==> src/hdl/prr_pkg.sv <==
// ----------------------------------------------------------------------------
// prr_pkg: shared types and tables for the permutation rank/unrank block
// Holds the sequencer states, the field widths, the factorial table and the
// small helper functions used by the datapath.
// ----------------------------------------------------------------------------
package prr_pkg;

   localparam int unsigned MAX_SIZE   = 12;
   localparam int unsigned SIZE_W     = 4;
   localparam int unsigned INDEX_W    = 29;
   localparam int unsigned ELEM_W     = 4;
   localparam int unsigned REQ_DATA_W = 40;
   localparam int unsigned RSP_DATA_W = 40;

   // Command codes carried in the request tuser bit.
   localparam logic CMD_RANK   = 1'b0;
   localparam logic CMD_UNRANK = 1'b1;

   typedef enum logic [2:0] {
      ST_IDLE,
      ST_RANK_ADD,
      ST_RANK_END,
      ST_UNR_DEC,
      ST_UNR_CHK,
      ST_UNR_DIGIT,
      ST_UNR_DIV,
      ST_OUT
   } prr_state_type;

   // Factorial table; 12! is the largest entry and fits in the index width.
   function automatic logic [INDEX_W-1:0] fact(input logic [SIZE_W-1:0] n);
      logic [INDEX_W-1:0] f;
      unique case (n)
         4'd0:    f = 29'd1;
         4'd1:    f = 29'd1;
         4'd2:    f = 29'd2;
         4'd3:    f = 29'd6;
         4'd4:    f = 29'd24;
         4'd5:    f = 29'd120;
         4'd6:    f = 29'd720;
         4'd7:    f = 29'd5040;
         4'd8:    f = 29'd40320;
         4'd9:    f = 29'd362880;
         4'd10:   f = 29'd3628800;
         4'd11:   f = 29'd39916800;
         4'd12:   f = 29'd479001600;
         default: f = 29'd0;
      endcase
      return f;
   endfunction

   // Register value clamped into the supported permutation lengths.
   function automatic logic [SIZE_W-1:0] eff_size(input logic [SIZE_W-1:0] size);
      logic [SIZE_W-1:0] m;
      priority if (size < 4'd2) begin
         m = 4'd2;
      end else if (size > SIZE_W'(MAX_SIZE)) begin
         m = SIZE_W'(MAX_SIZE);
      end else begin
         m = size;
      end
      return m;
   endfunction

   // Lowest value above cur whose bit in mask is clear; zero if none is left.
   function automatic logic [ELEM_W-1:0] next_free(input logic [MAX_SIZE-1:0] mask,
                                                   input logic [ELEM_W-1:0]   cur);
      logic [ELEM_W-1:0] v;
      v = '0;
      for (int i = MAX_SIZE; i >= 1; i--) begin
         if ((ELEM_W'(i) > cur) && !mask[i-1]) begin
            v = ELEM_W'(i);
         end
      end
      return v;
   endfunction

endpackage

==> src/hdl/permutation_rank_unrank.sv <==
// ----------------------------------------------------------------------------
// permutation_rank_unrank: lexicographic permutation rank and unrank
// Converts between a permutation of 1..m and its 1-based lexicographic index
// with a single shared 29-bit add/subtract unit under a small sequencer.
// ----------------------------------------------------------------------------
// A rank run takes m words with tuser low, one permutation element each, and
// answers the m-th one with the 1-based index (error flag set and index zero
// if any element was out of range or repeated). An unrank word (tuser high)
// carries an index and is answered by m words of elements, tlast on the last;
// an index of zero or above m! gives m zero elements with the error flag.
// The block handles one word at a time and is not ready while it works.
// Everything goes through one add/subtract unit: for a valid rank element
// every smaller value is visited once and the factorial weight is added for
// each unused one; an invalid element skips the scan. A valid unrank index is
// first decremented and checked against m!, then each output element is found
// by repeated factorial subtraction and waits for its handshake. Writing
// perm_size restarts any rank run in progress.
module permutation_rank_unrank
   import prr_pkg::*;
(
   input  logic                  clock,
   input  logic                  reset,
   input  logic                  req_tvalid,
   output logic                  req_tready,
   // [3:0] element, [32:4] perm_index, [39:33] zero
   input  logic [REQ_DATA_W-1:0] req_tdata,
   // [0] command
   input  logic                  req_tuser,
   output logic                  rsp_tvalid,
   input  logic                  rsp_tready,
   // [28:0] index_out, [32:29] element_out, [39:33] zero
   output logic [RSP_DATA_W-1:0] rsp_tdata,
   output logic                  rsp_tlast,
   // [0] error_out
   output logic                  rsp_tuser,
   input  logic                  csr_valid,
   output logic                  csr_ready,
   input  logic [SIZE_W-1:0]     csr_data
);

   prr_state_type state_ff, state_in;

   logic [SIZE_W-1:0]   perm_size_ff, perm_size_in;
   logic [MAX_SIZE-1:0] used_ff, used_in;
   logic [INDEX_W-1:0]  acc_ff, acc_in;
   logic [SIZE_W-1:0]   pos_ff, pos_in;
   logic                bad_ff, bad_in;
   logic [ELEM_W-1:0]   elem_ff, elem_in;
   logic [ELEM_W-1:0]   scan_ff, scan_in;
   logic [INDEX_W-1:0]  rest_ff, rest_in;
   logic [MAX_SIZE-1:0] taken_ff, taken_in;
   logic [SIZE_W-1:0]   digit_ff, digit_in;
   logic [ELEM_W-1:0]   cand_ff, cand_in;
   logic                unrank_ff, unrank_in;
   logic                uerr_ff, uerr_in;

   logic [INDEX_W-1:0]  rsp_index_ff, rsp_index_in;
   logic [ELEM_W-1:0]   rsp_elem_ff, rsp_elem_in;
   logic                rsp_last_ff, rsp_last_in;
   logic                rsp_err_ff, rsp_err_in;

   logic [SIZE_W-1:0]   m;
   logic [ELEM_W-1:0]   req_elem;
   logic [INDEX_W-1:0]  req_index;
   logic [15:0]         used_wide;
   logic                elem_ok;
   logic                req_fire;
   logic                rsp_fire;
   logic                last_digit;

   // Shared add/subtract unit.
   logic [INDEX_W-1:0]  alu_a, alu_b;
   logic                alu_sub;
   logic [INDEX_W:0]    alu_res;
   logic                alu_borrow;

   assign m          = eff_size(perm_size_ff);
   assign req_elem   = req_tdata[ELEM_W-1:0];
   assign req_index  = req_tdata[ELEM_W+INDEX_W-1:ELEM_W];
   assign used_wide  = {{(16-MAX_SIZE){1'b0}}, used_ff};
   assign req_fire   = req_tvalid && req_tready;
   assign rsp_fire   = rsp_tvalid && rsp_tready;
   assign last_digit = (digit_ff == (m - 4'd1));

   assign elem_ok = (req_elem >= 4'd1) && (req_elem <= m) &&
                    !used_wide[req_elem - 4'd1] && (pos_ff < m);

   assign alu_res    = alu_sub ? ({1'b0, alu_a} - {1'b0, alu_b})
                               : ({1'b0, alu_a} + {1'b0, alu_b});
   assign alu_borrow = alu_res[INDEX_W];

   // Next state.
   always_comb begin
      state_in = state_ff;
      unique case (state_ff)
         ST_IDLE: begin
            if (req_fire) begin
               priority if (req_tuser == CMD_RANK) begin
                  state_in = elem_ok ? ST_RANK_ADD : ST_RANK_END;
               end else if (req_index == '0) begin
                  state_in = ST_UNR_DIGIT;
               end else begin
                  state_in = ST_UNR_DEC;
               end
            end
         end
         ST_RANK_ADD: begin
            if (scan_ff >= elem_ff) begin
               state_in = ST_RANK_END;
            end
         end
         ST_RANK_END: begin
            state_in = ((pos_ff + 4'd1) >= m) ? ST_OUT : ST_IDLE;
         end
         ST_UNR_DEC:   state_in = ST_UNR_CHK;
         ST_UNR_CHK:   state_in = ST_UNR_DIGIT;
         ST_UNR_DIGIT: state_in = uerr_ff ? ST_OUT : ST_UNR_DIV;
         ST_UNR_DIV: begin
            if (alu_borrow) begin
               state_in = ST_OUT;
            end
         end
         ST_OUT: begin
            if (rsp_fire) begin
               state_in = (unrank_ff && !last_digit) ? ST_UNR_DIGIT : ST_IDLE;
            end
         end
         default: state_in = ST_IDLE;
      endcase
   end

   // Handshakes and operand selection for the shared unit.
   always_comb begin
      req_tready = (state_ff == ST_IDLE);
      rsp_tvalid = (state_ff == ST_OUT);
      csr_ready  = 1'b1;
      alu_a      = rest_ff;
      alu_b      = '0;
      alu_sub    = 1'b0;
      unique case (state_ff)
         ST_RANK_ADD: begin
            alu_a = acc_ff;
            alu_b = fact(m - 4'd1 - pos_ff);
         end
         ST_RANK_END: begin
            alu_a = acc_ff;
            alu_b = INDEX_W'(1);
         end
         ST_UNR_DEC: begin
            alu_b   = INDEX_W'(1);
            alu_sub = 1'b1;
         end
         ST_UNR_CHK: begin
            alu_b   = fact(m);
            alu_sub = 1'b1;
         end
         ST_UNR_DIV: begin
            alu_b   = fact(m - 4'd1 - digit_ff);
            alu_sub = 1'b1;
         end
         default: begin
         end
      endcase
   end

   // Datapath updates.
   always_comb begin
      perm_size_in = perm_size_ff;
      used_in      = used_ff;
      acc_in       = acc_ff;
      pos_in       = pos_ff;
      bad_in       = bad_ff;
      elem_in      = elem_ff;
      scan_in      = scan_ff;
      rest_in      = rest_ff;
      taken_in     = taken_ff;
      digit_in     = digit_ff;
      cand_in      = cand_ff;
      unrank_in    = unrank_ff;
      uerr_in      = uerr_ff;
      rsp_index_in = rsp_index_ff;
      rsp_elem_in  = rsp_elem_ff;
      rsp_last_in  = rsp_last_ff;
      rsp_err_in   = rsp_err_ff;

      unique case (state_ff)
         ST_IDLE: begin
            if (req_fire) begin
               if (req_tuser == CMD_RANK) begin
                  unrank_in = 1'b0;
                  elem_in   = req_elem;
                  scan_in   = 4'd1;
                  if (elem_ok) begin
                     // Marking the element now does not disturb the count,
                     // which only looks at smaller values.
                     used_in = used_ff | MAX_SIZE'(16'd1 << (req_elem - 4'd1));
                  end else begin
                     bad_in = 1'b1;
                  end
               end else begin
                  unrank_in = 1'b1;
                  rest_in   = req_index;
                  taken_in  = '0;
                  digit_in  = '0;
                  uerr_in   = (req_index == '0);
               end
            end
         end
         ST_RANK_ADD: begin
            if (scan_ff < elem_ff) begin
               if (!used_wide[scan_ff - 4'd1]) begin
                  acc_in = alu_res[INDEX_W-1:0];
               end
               scan_in = scan_ff + 4'd1;
            end
         end
         ST_RANK_END: begin
            if ((pos_ff + 4'd1) >= m) begin
               rsp_index_in = bad_ff ? '0 : alu_res[INDEX_W-1:0];
               rsp_elem_in  = '0;
               rsp_last_in  = 1'b1;
               rsp_err_in   = bad_ff;
               used_in      = '0;
               acc_in       = '0;
               pos_in       = '0;
               bad_in       = 1'b0;
            end else begin
               pos_in = pos_ff + 4'd1;
            end
         end
         ST_UNR_DEC: begin
            rest_in = alu_res[INDEX_W-1:0];
         end
         ST_UNR_CHK: begin
            // No borrow means index - 1 >= m!, so the index is too large.
            if (!alu_borrow) begin
               uerr_in = 1'b1;
            end
         end
         ST_UNR_DIGIT: begin
            cand_in = next_free(taken_ff, '0);
            if (uerr_ff) begin
               rsp_index_in = '0;
               rsp_elem_in  = '0;
               rsp_last_in  = last_digit;
               rsp_err_in   = 1'b1;
            end
         end
         ST_UNR_DIV: begin
            if (!alu_borrow) begin
               rest_in = alu_res[INDEX_W-1:0];
               cand_in = next_free(taken_ff, cand_ff);
            end else begin
               taken_in     = taken_ff | MAX_SIZE'(16'd1 << (cand_ff - 4'd1));
               rsp_index_in = '0;
               rsp_elem_in  = cand_ff;
               rsp_last_in  = last_digit;
               rsp_err_in   = 1'b0;
            end
         end
         ST_OUT: begin
            if (rsp_fire && unrank_ff && !last_digit) begin
               digit_in = digit_ff + 4'd1;
            end
         end
         default: begin
         end
      endcase

      // A size write restarts the rank run.
      if (csr_valid && csr_ready) begin
         perm_size_in = csr_data;
         used_in      = '0;
         acc_in       = '0;
         pos_in       = '0;
         bad_in       = 1'b0;
      end
   end

   always_ff @(posedge clock) begin
      if (reset) begin
         state_ff     <= ST_IDLE;
         perm_size_ff <= SIZE_W'(MAX_SIZE);
         used_ff      <= '0;
         acc_ff       <= '0;
         pos_ff       <= '0;
         bad_ff       <= 1'b0;
         unrank_ff    <= 1'b0;
         uerr_ff      <= 1'b0;
         digit_ff     <= '0;
         taken_ff     <= '0;
      end else begin
         state_ff     <= state_in;
         perm_size_ff <= perm_size_in;
         used_ff      <= used_in;
         acc_ff       <= acc_in;
         pos_ff       <= pos_in;
         bad_ff       <= bad_in;
         unrank_ff    <= unrank_in;
         uerr_ff      <= uerr_in;
         digit_ff     <= digit_in;
         taken_ff     <= taken_in;
      end
   end

   always_ff @(posedge clock) begin
      elem_ff      <= elem_in;
      scan_ff      <= scan_in;
      rest_ff      <= rest_in;
      cand_ff      <= cand_in;
      rsp_index_ff <= rsp_index_in;
      rsp_elem_ff  <= rsp_elem_in;
      rsp_last_ff  <= rsp_last_in;
      rsp_err_ff   <= rsp_err_in;
   end

   assign rsp_tdata = {{(RSP_DATA_W-INDEX_W-ELEM_W){1'b0}}, rsp_elem_ff, rsp_index_ff};
   assign rsp_tlast = rsp_last_ff;
   assign rsp_tuser = rsp_err_ff;

   // The block never takes a word while a result is on offer.
   a_no_overlap: assert property (@(posedge clock) disable iff (reset)
      !(req_tready && rsp_tvalid))
      else $error("input accepted while a result is pending");

   // The block is not ready again in the cycle after it takes a word.
   a_busy_after_accept: assert property (@(posedge clock) disable iff (reset)
      (req_tvalid && req_tready) |=> !req_tready)
      else $error("ready stayed high after an accepted word");

   // Flagged results carry neither an index nor an element.
   a_error_zero: assert property (@(posedge clock) disable iff (reset)
      (rsp_tvalid && rsp_tuser) |-> (rsp_tdata[INDEX_W+ELEM_W-1:0] == '0))
      else $error("error result with nonzero payload");

   // An element result never carries an index as well.
   a_elem_no_index: assert property (@(posedge clock) disable iff (reset)
      (rsp_tvalid && (rsp_tdata[INDEX_W+ELEM_W-1:INDEX_W] != '0))
         |-> (rsp_tdata[INDEX_W-1:0] == '0))
      else $error("element result with nonzero index");

endmodule
==> config.mk <==
export PLATFORM = sky130hd
export DESIGN_NAME = permutation_rank_unrank
export DESIGN_NICKNAME = d
export VERILOG_FILES = /design/src/hdl/prr_pkg.sv /design/src/hdl/permutation_rank_unrank.sv
export SDC_FILE = /design/constraint.sdc
export NUM_CORES = 1
export LEC_CHECK = 0
export ABC_CLOCK_PERIOD_IN_PS = 13700
export BUFFER_PORTS_ARGS = -buffer_cell sky130_fd_sc_hd__buf_4
export CAP_MARGIN = 20
export CORE_MARGIN = 1
export CORE_UTILIZATION = 42
export DETAILED_ROUTE_END_ITERATION = 7
export PLACE_DENSITY = 0.69
export SYNTH_ARGS = -nofsm -noshare
export SYNTH_HDL_FRONTEND = slang
export SYNTH_SLANG_ARGS = --single-unit
==> constraint.sdc <==
create_clock -name clock -period 13.7 [get_ports clock]
set_input_delay 3.425 -clock clock [delete_from_list [all_inputs] [get_ports clock]]
set_output_delay 3.425 -clock clock [all_outputs]
set_load 0.02 [all_outputs]
==> results, run 1 <==
- The flow ran to the end, and the final reports show no timing, DRC or antenna violations.
- Routability-driven placement finished with a final weighted congestion of roughly 0.95.
- The final number of hold-violating endpoints is 0.
- The cell depth of the worst flop-to-flop path is 27.
- The source of the worst hold timing path is acc_ff[21]$_SDFFE_PP0P_.
- The cell row count is 56.
- The placeable core area is approximately 0.024 mm2.
- For this run, the detailed router's first-pass iteration total came to 5.
- Clock tree synthesis inserted a total of 17 buffers.
- The via count is 8849.
- The clock tree from TritonCTS is built.
- The area enclosed by the die boundary is ~0.025 mm2.
- The number of synthesized flops with an enable pin is 76.
- A synthesized cell averages between 8 and 9 um2.
- The worst register-to-register path ends at rsp_index_ff[12]$_SDFFCE_PP0P_.
- After technology mapping, the gate count stands at 1152.
- The number of distinct library cell variants in the gate-level netlist after synthesis is 82.
- The relative max-transition margin is 0.225.
- Setup violations remaining at the end of the flow were counted as 0.
- The area added between synthesis and finish is 13.8%.
- The setup fix buffers added after clock tree synthesis is 0.
- The maximum buffer depth of the clock tree is 2.
- The post-detailed-routing wire length is about 27000 um.
- The most used flip-flop cell after synthesis is sky130_fd_sc_hd__edfxtp_1.
- Clock-pin slew was measured on the worst setup and hold paths at roughly 70 ps.
- The maximum fanout count along the critical path is 35.
- The required time of the critical path is about 14000 ps.
- The end point of the most critical hold path is acc_ff[21]$_SDFFE_PP0P_.
- The number of antenna violations at the first check in global routing is 0.
- In the final design database the tool counted ~1300 nets.
- The count of nets left with antenna violations after detail routing is 0.
- The share of flip-flops with an asynchronous set or reset is 0.
- The TritonCTS sink count is approximately 150.
- The worst-case clock skew is 10.9 ps.
- The H-tree was split into 4 levels.
- The clock tree root driver cell is sky130_fd_sc_hd__clkbuf_16.
- The class of the worst hold path is flip-flop to flip-flop.
- 95 I/O pins were placed.
- Clock latency on the worst-skew pair, taken at its later pin, is approximately 430 ps.
- Once detailed placement completed, the half-perimeter wirelength came to about 20000 um.
- The beginning of the worst register-to-register path is perm_size_ff[2]$_SDFFE_PP1P_.
- The count of final max-slew check failures was 0.
- The total of warnings raised by yosys is 0.
- Entering global routing, the biggest net connects 47 pins.
- Measured along the x axis, the die boundary spans 159 um.
- The max-capacitance violation count is 0.
- The number of gates resized after CTS was 0.
- After detailed routing, the average wire length per cell comes to ~18 um.
- The via count of the first global-routing pass is roughly 8300.
- The hold-fix buffer count after cts is 0.
- For this configuration, the core starts out at a cell density of 0.433.
- The first global-routing pass estimated around 43000 um of wire.
- Measured along the y axis, the die boundary spans roughly 160 um.
- The setup check on the worst reg-to-reg path leaves a slack of around 5700 ps.
- The category of the worst setup path capture point is a flip-flop.
- After synthesis the netlist holds a flip-flop and latch count of 147.
- Of the synthesized area, sequential elements account for 0.360.
- Along the worst hold path, the cell count comes to 2.
- Setup repair after global routing left no endpoint under its margin.
- The clock period could shrink to 7950 ps.
- In the global route stage, overall resource usage came out at 0.220.
- The post-synthesis instance area is 0.0103 mm2.
- Dividing the detail-routed via count by the number of cells gives 5.75.
- Dividing the final minimum period by the clock period gives 0.580.
- The start-to-end type of the worst setup path is flip-flop to flip-flop.
- Input and output buffers added on the ports amount to 79.
- The number of DRC markers after the initial detailed-route iteration is about 550.
- STA classifies the critical path startpoint as a flip-flop.
- The number of inserted filler cells in the final layout is roughly 2300.
- The proportion of layout cells with a drive suffix above 1 is 0.166.
- For the worst setup path, the data arrival time is 8010 ps.
- For this run, design rule violations remaining after detail routing come to 0.
- The slew of the pin with the lowest slew margin is ~1200 ps.
- After global routing the overflow that remains totals 0.
- The fmax is about 130 MHz.
- The number of antenna diodes in the final layout is 0.
- Setup total negative slack on the finished layout was measured at 0 ps.
==> Yosys cell counts, types with 24 or more instances <==
master | n | area (um2)
sky130_fd_sc_hd__a21oi_1 | 85 | 425
sky130_fd_sc_hd__nor2_1 | 121 | 454
sky130_fd_sc_hd__edfxtp_1 | 76 | 2280
sky130_fd_sc_hd__inv_1 | 43 | 161
sky130_fd_sc_hd__ha_1 | 73 | 913
sky130_fd_sc_hd__dfxtp_1 | 71 | 1420
sky130_fd_sc_hd__xnor2_1 | 29 | 254
sky130_fd_sc_hd__nor3_1 | 24 | 120
sky130_fd_sc_hd__nand3_1 | 43 | 215
sky130_fd_sc_hd__clkbuf_1 | 45 | 169
sky130_fd_sc_hd__mux2_2 | 42 | 473
sky130_fd_sc_hd__o21ai_0 | 69 | 345
sky130_fd_sc_hd__nand2_1 | 104 | 390
==> cell type report <==
type                    instances  area [um2]  area share
inverters                      45         169      0.0144
clock buffers                  17         425      0.0363
multi-input cells             905        6200       0.529
repair buffers                 90         676      0.0577
clock inverters                15         145      0.0124
well taps                     319         399      0.0341
flip-flops and latches        147        3700       0.316
==> worst max path at each step <==
stage | startpoint | slack (ps) | depth (start not counted) | to
after floorplan | perm_size_ff[2]$_SDFFE_PP1P_ | 5070 | 24 | rsp_elem_ff[0]$_SDFFCE_PN0P_
after global placement | perm_size_ff[2]$_SDFFE_PP1P_ | 5730 | 27 | rest_ff[0]$_DFFE_PP_
after detailed placement | perm_size_ff[2]$_SDFFE_PP1P_ | 5710 | 27 | rest_ff[7]$_DFFE_PP_
after CTS | perm_size_ff[2]$_SDFFE_PP1P_ | 5680 | 27 | rest_ff[10]$_DFFE_PP_
after global routing | perm_size_ff[2]$_SDFFE_PP1P_ | 5230 | 26 | rsp_index_ff[10]$_SDFFCE_PP0P_
final | perm_size_ff[2]$_SDFFE_PP1P_ | 5750 | 27 | rsp_index_ff[12]$_SDFFCE_PP0P_
==> through the flow <==
stage          hold slack [ps]  std cells  area, um2  utilization  setup WS (ps)
3_5_place_dp               448       1504      11100        0.469           5710
4_1_cts                    457       1536      11700        0.493           5680
5_1_grt                    485       1538      11700        0.493           5230
3_3_place_gp               439       1504      11100        0.469           5730
2_1_floorplan              433       1158      10300            -           5070
6_report                   453       1538      11700        0.493           5750
==> flip-flops by register name, indices dropped and copies added (netlist names), 4 cells and up <==
register	flops
acc_ff	29
rest_ff	29
rsp_index_ff	29
taken_ff	12
used_ff	12
cand_ff	4
digit_ff	4
elem_ff	4
perm_size_ff	4
pos_ff	4
rsp_elem_ff	4
scan_ff	4
==> critical path, stage by stage (launching register included) <==
cell	delay, ps
sky130_fd_sc_hd__dfxtp_1	720
sky130_fd_sc_hd__clkinv_1	480
sky130_fd_sc_hd__nand2_1	180
sky130_fd_sc_hd__a21oi_1	150
sky130_fd_sc_hd__inv_1	230
sky130_fd_sc_hd__ha_1	250
sky130_fd_sc_hd__xor2_1	250
sky130_fd_sc_hd__ha_1	350
sky130_fd_sc_hd__xor2_1	690
sky130_fd_sc_hd__o211ai_1	230
sky130_fd_sc_hd__mux2i_1	350
sky130_fd_sc_hd__nand2_1	80
sky130_fd_sc_hd__and3_1	190
sky130_fd_sc_hd__ha_1	200
sky130_fd_sc_hd__nand3_1	120
sky130_fd_sc_hd__nor2_1	100
sky130_fd_sc_hd__nand3_2	160
sky130_fd_sc_hd__a211oi_1	110
sky130_fd_sc_hd__ha_1	370
sky130_fd_sc_hd__and3_1	240
sky130_fd_sc_hd__and3_1	170
sky130_fd_sc_hd__a2111o_1	280
sky130_fd_sc_hd__a31o_2	270
sky130_fd_sc_hd__o211ai_1	390
sky130_fd_sc_hd__a21oi_1	170
sky130_fd_sc_hd__buf_4	220
sky130_fd_sc_hd__o21ai_4	110
sky130_fd_sc_hd__buf_4	460
==> layer usage <==
metal  vias up  global-route usage  routed length [um]
li1       4334                   -                   -
met1      4183               0.280               12100
met2       290               0.369               12800
met3        42              0.0468                1640
met4         0              0.0687                 641
met5         -                   0                   0
==> cell usage in the layout, fill, tap and decap left out, types with 4 or more instances in the layout <==
cell / instances
sky130_fd_sc_hd__nand2b_1: 11
sky130_fd_sc_hd__o21bai_1: 6
sky130_fd_sc_hd__inv_1: 43
sky130_fd_sc_hd__nor3_1: 24
sky130_fd_sc_hd__nor2_1: 119
sky130_fd_sc_hd__inv_6: 5
sky130_fd_sc_hd__mux2i_1: 13
sky130_fd_sc_hd__and2_1: 15
sky130_fd_sc_hd__xnor2_1: 29
sky130_fd_sc_hd__o211ai_1: 9
sky130_fd_sc_hd__o21a_1: 12
sky130_fd_sc_hd__edfxtp_1: 76
sky130_fd_sc_hd__nand2_1: 104
sky130_fd_sc_hd__conb_1: 8
sky130_fd_sc_hd__buf_4: 90
sky130_fd_sc_hd__xor2_1: 21
sky130_fd_sc_hd__nor2_2: 4
sky130_fd_sc_hd__a32o_1: 6
sky130_fd_sc_hd__a22o_1: 19
sky130_fd_sc_hd__a22oi_1: 8
sky130_fd_sc_hd__o22ai_1: 7
sky130_fd_sc_hd__ha_1: 73
sky130_fd_sc_hd__dfxtp_1: 71
sky130_fd_sc_hd__or2_2: 9
sky130_fd_sc_hd__o31a_1: 4
sky130_fd_sc_hd__nor2b_1: 15
sky130_fd_sc_hd__clkbuf_16: 17
sky130_fd_sc_hd__or3_1: 5
sky130_fd_sc_hd__a21o_1: 7
sky130_fd_sc_hd__nand4_1: 18
sky130_fd_sc_hd__nor4_1: 8
sky130_fd_sc_hd__mux2_2: 42
sky130_fd_sc_hd__a21oi_1: 85
sky130_fd_sc_hd__a211oi_1: 6
sky130_fd_sc_hd__and3_1: 14
sky130_fd_sc_hd__nand3_1: 43
sky130_fd_sc_hd__o21ai_0: 67
sky130_fd_sc_hd__a31oi_1: 10
sky130_fd_sc_hd__a2bb2oi_1: 13
==> cells by family after synthesis <==
group | after synthesis | share of synthesized area
buffers and inverters | 106 | 0.0428
AND/OR/NAND/NOR | 413 | 0.196
multiplexers | 61 | 0.0728
AO/OA/AOI/OAI | 296 | 0.189
flip-flops | 147 | 0.360
adder cells (fa/ha/maj) | 76 | 0.0946
XOR/XNOR | 51 | 0.0441
other | 2 | 0.000730
Power of run 1 is not shown: default switching activity piles up to over one toggle a cycle in this logic, so the estimate is an artifact.
==> run 2, diff against run 1 <==
--- a/config.mk
+++ b/config.mk
@@ -5,7 +5,8 @@
 export SDC_FILE = /design/constraint.sdc
 export NUM_CORES = 1
 export LEC_CHECK = 0
-export ABC_CLOCK_PERIOD_IN_PS = 13700
+export ABC_AREA = 1
+export ABC_CLOCK_PERIOD_IN_PS = 8210
 export BUFFER_PORTS_ARGS = -buffer_cell sky130_fd_sc_hd__buf_4
 export CAP_MARGIN = 20
 export CORE_MARGIN = 1
==> constraint.sdc (replaced) <==
create_clock -name clock -period 8.21 [get_ports clock]
set_input_delay 2.0525 -clock clock [delete_from_list [all_inputs] [get_ports clock]]
set_output_delay 2.0525 -clock clock [all_outputs]
set_load 0.02 [all_outputs]
==> run 2 against run 1 <==
Critical path depth up 7; via count grew 12%; cell area up 3.6%; worst setup slack worse by 5000 ps; hold slack better by 11 ps; die area is 2.9% higher; fmax up 6.0%; final cell count is 21% higher; register-to-register slack worse by 5000 ps; synthesized cell count rose by 27%; sequential cell count stayed put; core utilization increased by 0.17 points; largest cell class unchanged.
==> results, run 2 <==
- The fraction of the cycle the final worst path needs is 0.913 (+0.333).
- The buffers plus inverters on the worst setup path came to 9 (+5).
- The via count of the first global-routing pass is 9286 (+12%).
- The setup TNS came to 0 ps (unchanged).
- The most frequent cell after synthesis is sky130_fd_sc_hd__nand2_1.
- The largest total area in the synthesized netlist belongs to sky130_fd_sc_hd__edfxtp_1.
- In this design, the critical path's most frequently occurring cell is sky130_fd_sc_hd__inv_1.
- The post-detailed-routing wire length came to 29200 um (+7.6%).
- The run finished with clean final reports.
- The number of antenna violations at the first check in global routing is 0 (unchanged).
- The area share of the leading cell type in the synthesized netlist is 0.215 (-0.00636).
- The worst hold path belongs to the class flip-flop to flip-flop.
- The final HPWL from detailed placement is 22000 um (+10%).
- The share of flip-flops with an asynchronous set or reset is 0 (unchanged).
- STA classifies the critical path startpoint as a flip-flop.
- The total of warnings raised by yosys is 0 (unchanged).
- The cell row count was 57 (+1.8%).
- The number of synthesized flops with an enable pin is 76 (unchanged).
- The required time of the critical path came to 8280 ps (-5480 ps).
- The max-capacitance violation count is 0 (unchanged).
- The maximum buffer depth of the clock tree came to 2 (unchanged).
- The slack of the worst reg-to-reg path is 710 ps (-5040 ps).
- The count of final max-slew check failures is 0 (unchanged).
- The clock transition at the registers of the reported paths is 60 ps (about the same).
- The number of buffers added on ports was 79 (unchanged).
- The post-synthesis sequential element count was 147 (unchanged).
- The overall die height came to 161 um (+1.4%).
- The weighted congestion at the end of routability-driven global placement was 0.980 (+3.3%).
- Setup repair after global routing left no endpoint under its margin.
- The proportion of layout cells with a drive suffix above 1 is 0.119 (-0.0465).
- The diode insertion count for antenna repair is 0 (unchanged).
- The number of nets in the layout is 1657 (+24%).
- The TritonCTS sink count was 147 (unchanged).
- The clock tree root driver cell is sky130_fd_sc_hd__clkbuf_16.
- The number of distinct library cell variants in the gate-level netlist after synthesis came to 55 (-33%).
- The slowest stage of the critical path belongs to the cell sky130_fd_sc_hd__fa_1.
- The final number of hold-violating endpoints was 0 (unchanged).
- The proportion of synthesized chip area in sequential cells is 0.349 (-0.0103).
- The clock latency on the worst-skew pair is 440 ps (about the same).
- The slew of the pin with the lowest slew margin was 704 ps (-454 ps).
- The number of inserted filler cells in the final layout is 2449 (+8.4%).
- The total iterations of the first detailed-routing run was 6 (+1).
- The average wire length per cell after detail routing was 15.6 um (-11%).
- The area enclosed by the die boundary came to 0.0259 mm2 (+2.9%).
- The setup fix buffers added after clock tree synthesis is 0 (unchanged).
- In the synthesized netlist the dominant register cell turns out to be sky130_fd_sc_hd__edfxtp_1.
- The via count is 9912 (+12%).
- The number of DRC markers after the initial detailed-route iteration came to 814 (+49%).
- The post-synthesis instance area is 0.0106 mm2 (+3.0%).
- The placeable core area is 0.0245 mm2 (+3.3%).
- The data arrival time of the worst path came to 7570 ps (-440 ps).
- The largest stage delay on the critical path is 670 ps (-50 ps).
- Compared with the post-synthesis result, the final layout area differs by 14.6%.
- After synthesis, the most frequently instantiated cells are 347 x sky130_fd_sc_hd__nand2_1, 174 x sky130_fd_sc_hd__inv_1, 154 x sky130_fd_sc_hd__nor2_1.
- The leading cell type in the layout, fill and taps excluded is sky130_fd_sc_hd__nand2_1.
- Sorting the synthesized cells by area gives the leading types as sky130_fd_sc_hd__edfxtp_1 22%, sky130_fd_sc_hd__dfxtp_1 13%, sky130_fd_sc_hd__nand2_1 12%, sky130_fd_sc_hd__ha_1 8.6%, sky130_fd_sc_hd__a21oi_1 6.4%.
- The total DRC errors in the routed layout is 0 (unchanged).
- The relative max-transition margin is 0.527 (+0.302).
- The maximum number of pins on one net before global-route repair is 54 (+15%).
- The largest registers in the layout are acc_ff: 29 flops, rest_ff: 29 flops, rsp_index_ff: 29 flops.
- The family with the most delay on the worst path is simple AND/OR/NAND/NOR gates.
- The fmax is 133 MHz (+6.0%).
- The combined global-route utilization of all metal layers is 0.229 (+0.00968).
- The post-CTS resize count came to 0 (unchanged).
- The per-cell via count in the routed design is 5.31 (-7.8%).
- TritonCTS built the clock tree.
- The average footprint of a synthesized cell came to 7.26 um2 (-19%).
- The synthesized instance count was 1459 (+27%).
- The count of nets left with antenna violations after detail routing is 0 (unchanged).
- In the layout the commonest cells are 347 x sky130_fd_sc_hd__nand2_1, 174 x sky130_fd_sc_hd__inv_1, 154 x sky130_fd_sc_hd__nor2_1, 135 x sky130_fd_sc_hd__a21oi_1, 91 x sky130_fd_sc_hd__o21ai_0.
- The worst-case clock skew was 9.46 ps (-1.47 ps).
- The effective utilization at floorplan came to 0.432 (-0.00140).
- The maximum fanout count along the critical path came to 35 (unchanged).
- The boundary pin count is 95 (unchanged).
- The TritonCTS buffer count is 17 (unchanged).
- The maximum level of the CTS H-tree is 4 (unchanged).
- The hold-fix buffer count after cts was 0 (unchanged).
- The die extent in x is 161 um (+1.4%).
- The global-route wire length before repair is 47300 um (+10%).
- The category of the worst setup path capture point is a flip-flop.
- The number of setup violations in the final report is 0 (unchanged).
- The total congestion overflow after global routing is 0 (unchanged).
- The minimum clock period is 7500 ps (-453 ps).
- By startpoint and endpoint, the worst setup path is classified as flip-flop to flip-flop.
run 2: kinds of logic (layout without fill, tap and decap cells):
group           after synthesis  in the layout  share of synthesized area
other cells                   2              8                   0.000709
buf+inv                     228            307                     0.0854
flops                       147            147                      0.349
compound gates              289            289                      0.152
fa+ha+maj                    76             76                     0.0919
xor+xnor                     40             40                     0.0331
simple gates                677            677                      0.287
run 2: worst min-delay path, stage by stage, from the launching register on:
cell and delay, ps:
sky130_fd_sc_hd__dfxtp_1 310, sky130_fd_sc_hd__nand2_1 60, sky130_fd_sc_hd__a21oi_1 50
run 2: through the flow:
stage / area (um2) / hold slack (ps) / setup WS [ps] / utilization / std cells
2_1_floorplan: 10600 / 437 / 1910 / - / 1465
3_5_place_dp: 11500 / 455 / 818 / 0.469 / 1835
3_3_place_gp: 11500 / 451 / 981 / 0.469 / 1835
6_report: 12100 / 464 / 712 / 0.495 / 1868
4_1_cts: 12100 / 465 / 768 / 0.494 / 1867
5_1_grt: 12100 / 483 / 118 / 0.495 / 1868
run 2: worst paths after layout:
| check | start | to | cells after the start |
|---|---|---|---|
| setup / recovery | perm_size_ff[3]$_SDFFE_PP1P_ | rsp_index_ff[27]$_SDFFCE_PP0P_ | 34 |
| hold / removal | acc_ff[7]$_SDFFE_PP0P_ | acc_ff[7]$_SDFFE_PP0P_ | 2 |
| setup reg to reg | perm_size_ff[3]$_SDFFE_PP1P_ | rsp_index_ff[27]$_SDFFCE_PP0P_ | 34 |
| hold reg to reg | acc_ff[7]$_SDFFE_PP0P_ | acc_ff[7]$_SDFFE_PP0P_ | 2 |
run 2: area by class of cell:
type	instances	area [um2]	share of cell area
multi-input combinational	1090	6010	0.495
sequential	147	3700	0.305
clock inverter	13	186	0.0154
timing repair buffer	90	708	0.0583
tap	324	405	0.0334
inverter	185	694	0.0572
clock buffer	19	433	0.0357
run 2: per-layer routing:
| layer | track usage | share of wire | vias up |
|---|---|---|---|
| met2 | 0.356 | 0.45 | 302 |
| met1 | 0.327 | 0.48 | 4585 |
| met5 | 0 | 0 | - |
| met3 | 0.0282 | 0.050 | 37 |
| met4 | 0.0798 | 0.021 | 0 |
| li1 | - | - | 4988 |
Power of run 2 is left out for the same reason.
==> run 3, diff against run 2 <==
--- a/config.mk
+++ b/config.mk
@@ -6,13 +6,13 @@
 export NUM_CORES = 1
 export LEC_CHECK = 0
 export ABC_AREA = 1
-export ABC_CLOCK_PERIOD_IN_PS = 8210
+export ABC_CLOCK_PERIOD_IN_PS = 6200
 export BUFFER_PORTS_ARGS = -buffer_cell sky130_fd_sc_hd__buf_4
 export CAP_MARGIN = 20
 export CORE_MARGIN = 1
 export CORE_UTILIZATION = 42
 export DETAILED_ROUTE_END_ITERATION = 7
-export PLACE_DENSITY = 0.69
+export PLACE_DENSITY = 0.71
 export SYNTH_ARGS = -nofsm -noshare
 export SYNTH_HDL_FRONTEND = slang
 export SYNTH_SLANG_ARGS = --single-unit
==> constraint.sdc (replaced) <==
create_clock -name clock -period 6.2 [get_ports clock]
set_input_delay 1.55 -clock clock [delete_from_list [all_inputs] [get_ports clock]]
set_output_delay 1.55 -clock clock [all_outputs]
set_load 0.02 [all_outputs]
==> run 3 against run 2 <==
Routed wire length increased by 6.9%; non-clock buffer count rose by 62; critical path depth decreased by 3; sequential share of layout area fell by 1.6 points; hold slack is essentially flat; critical path type unchanged.
==> results, run 3 (synthesis gave the netlist of run 2 again) <==
- The class of the worst hold path is flip-flop to flip-flop.
- STA classifies the critical path startpoint as a flip-flop.
- The slew of the pin with the lowest slew margin is 678 ps (-26.0 ps).
- The final HPWL from detailed placement was 23000 um (+4.4%).
- The cell with the biggest individual delay on the critical path is sky130_fd_sc_hd__fa_1.
- The TritonCTS sink count is 147 (unchanged).
- The cell depth of the worst flop-to-flop path is 31 (-8.8%).
- The number of inserted filler cells in the final layout is 2426 (-0.94%).
- The number of buffers added on ports came to 79 (unchanged).
- The minimum clock period came to 5910 ps (-1580 ps).
- The clock latency on the worst-skew pair came to 440 ps (about the same).
- The total iterations of the first detailed-routing run is 6 (unchanged).
- The combined global-route utilization of all metal layers is 0.238 (+0.00863).
- The critical path is of the flip-flop to flip-flop type.
- The met2 capacity usage during global routing is 0.385 (+0.0286).
- The layer flagged by global routing as most heavily used is met2.
- The buffers plus inverters on the worst setup path is 8 (-1).
- The most numerous cell type found on the critical path is sky130_fd_sc_hd__nand2_1.
- The die extent in x is 161 um (unchanged).
- The diode insertion count for antenna repair was 0 (unchanged).
- The count of final max-slew check failures is 0 (unchanged).
- The maximum buffer depth of the clock tree was 2 (unchanged).
- The average wire length per cell after detail routing is 16.2 um (+3.5%).
- The worst-case clock skew was 13.9 ps (+4.48 ps).
- The largest stage delay on the critical path is 540 ps (-130 ps).
- The routing usage on met1 is 0.324 (-0.00264).
- The post-detailed-routing wire length is 31200 um (+6.9%).
- The number of setup violations in the final report is 0 (unchanged).
- The largest registers in the layout are acc_ff: 29 flops, rest_ff: 29 flops, rsp_index_ff: 29 flops.
- The run finished with clean final reports.
- The overall die height came to 161 um (unchanged).
- The effective utilization at floorplan is 0.432 (unchanged).
- The proportion of layout cells with a drive suffix above 1 is 0.174 (+0.0546).
- The number of DRC markers after the initial detailed-route iteration came to 629 (-23%).
- The top cell types in the final layout, fill and taps aside, are 342 x sky130_fd_sc_hd__nand2_1, 171 x sky130_fd_sc_hd__inv_1, 147 x sky130_fd_sc_hd__nor2_1, 144 x sky130_fd_sc_hd__buf_4, 128 x sky130_fd_sc_hd__a21oi_1.
- The total congestion overflow after global routing is 0 (unchanged).
- The number of antenna violations at the first check in global routing is 0 (unchanged).
- The TritonCTS buffer count came to 17 (unchanged).
- The area enclosed by the die boundary is 0.0259 mm2 (unchanged).
- The maximum fanout count along the critical path was 8 (-77%).
- The per-cell via count in the routed design is 5.32 (+0.22%).
- The cell area reported after detailed placement came to 0.0120 mm2 (+4.0%).
- The via count came to 10264 (+3.6%).
- The boundary pin count is 95 (unchanged).
- The clock transition at the registers of the reported paths came to 60 ps (about the same).
- The cell row count came to 57 (unchanged).
- The total stage count of the critical path was 31 (-8.8%).
- The global-route wire length before repair is 48800 um (+3.3%).
- The placeable core area is 0.0245 mm2 (unchanged).
- The relative max-transition margin was 0.545 (+0.0175).
- The count of nets left with antenna violations after detail routing is 0 (unchanged).
- The final non-filler cell area was 0.0128 mm2 (+5.6%).
- The area growth from synthesis to layout is 21.0%.
- The max-capacitance violation count is 0 (unchanged).
- The maximum number of pins on one net before global-route repair is 53 (-1.9%).
- The required time of the critical path came to 6350 ps (-1930 ps).
- TritonCTS built the clock tree.
- The maximum level of the CTS H-tree is 4 (unchanged).
- The cell depth of the worst hold path is 2 (unchanged).
- The data arrival time of the worst path came to 6060 ps (-1510 ps).
- The final number of hold-violating endpoints is 0 (unchanged).
- The category of the worst setup path capture point is a flip-flop.
- The leading cell type in the layout, fill and taps excluded is sky130_fd_sc_hd__nand2_1.
- The clock tree root driver cell is sky130_fd_sc_hd__clkbuf_16.
- The met3 track utilization from global routing is 0.0416 (+0.0134).
- The via count of the first global-routing pass is 9609 (+3.5%).
- The number of nets in the layout is 1719 (+3.7%).
- The weighted congestion at the end of routability-driven global placement came to 0.943 (-3.8%).
- The fmax is 169 MHz (+27%).
- The hold-fix buffer count after cts is 0 (unchanged).
- The total DRC errors in the routed layout is 0 (unchanged).
- The fraction of the cycle the final worst path needs is 0.954 (+0.0406).
- Broken down by cell family, the worst path's largest delay share belongs to simple AND/OR/NAND/NOR gates.
run 3: worst paths after layout:
path | from | endpoint | slack, ps
setup / recovery | perm_size_ff[3]$_SDFFE_PP1P_ | rsp_index_ff[19]$_SDFFCE_PP0P_ | 290
hold / removal | acc_ff[8]$_SDFFE_PP0P_ | acc_ff[8]$_SDFFE_PP0P_ | 460
setup reg to reg | perm_size_ff[3]$_SDFFE_PP1P_ | rsp_index_ff[19]$_SDFFCE_PP0P_ | 290
hold reg to reg | acc_ff[8]$_SDFFE_PP0P_ | acc_ff[8]$_SDFFE_PP0P_ | 460
run 3: timing repair:
| item | in CTS | in global routing |
|---|---|---|
| pin swaps | 0 | 8 |
| hold endpoints to repair | 0 | 0 |
| endpoints found under the setup margin | 31 | 121 |
| buffers inserted | 0 | 6 |
| cloned | 0 | 3 |
| resized for setup | 2 | 41 |
run 3: per-stage QoR:
stage | util | std cells | hold WS, ps | setup slack, ps | TNS, ps
2_1_floorplan | - | 1465 | 437 | 28.3 | 0
3_3_place_gp | 0.486 | 1888 | 451 | 149 | 0
3_5_place_dp | 0.487 | 1889 | 456 | 46.7 | 0
4_1_cts | 0.511 | 1921 | 465 | 23.2 | 0
5_1_grt | 0.523 | 1930 | 487 | -83.1 | -2920
6_report | 0.523 | 1930 | 464 | 286 | 0
run 3: per-layer routing:
| layer | vias up | part of all wire |
|---|---|---|
| li1 | 5126 | - |
| met1 | 4730 | 0.46 |
| met2 | 351 | 0.45 |
| met3 | 57 | 0.057 |
| met4 | 0 | 0.024 |
| met5 | - | 0 |
run 3: worst reg2reg max path: cells and delay by family (launching register included):
kind | cells | cell delay (ps)
flip-flops | 1 | 390
AO/OA/AOI/OAI | 2 | 320
adder cells (fa/ha/maj) | 4 | 1320
AND/OR/NAND/NOR | 17 | 2540
buffers and inverters | 8 | 1050
run 3: layout make-up:
class,instances,area (um2),share of cell area
Clock buffer,21,450,0.0351
Sequential cell,147,3710,0.289
Tap cell,324,405,0.0316
Multi-Input combinational cell,1090,6180,0.482
Clock inverter,11,130,0.0101
Inverter,185,698,0.0545
Timing Repair Buffer,152,1250,0.0975
Power of run 3 is left out for the same reason.
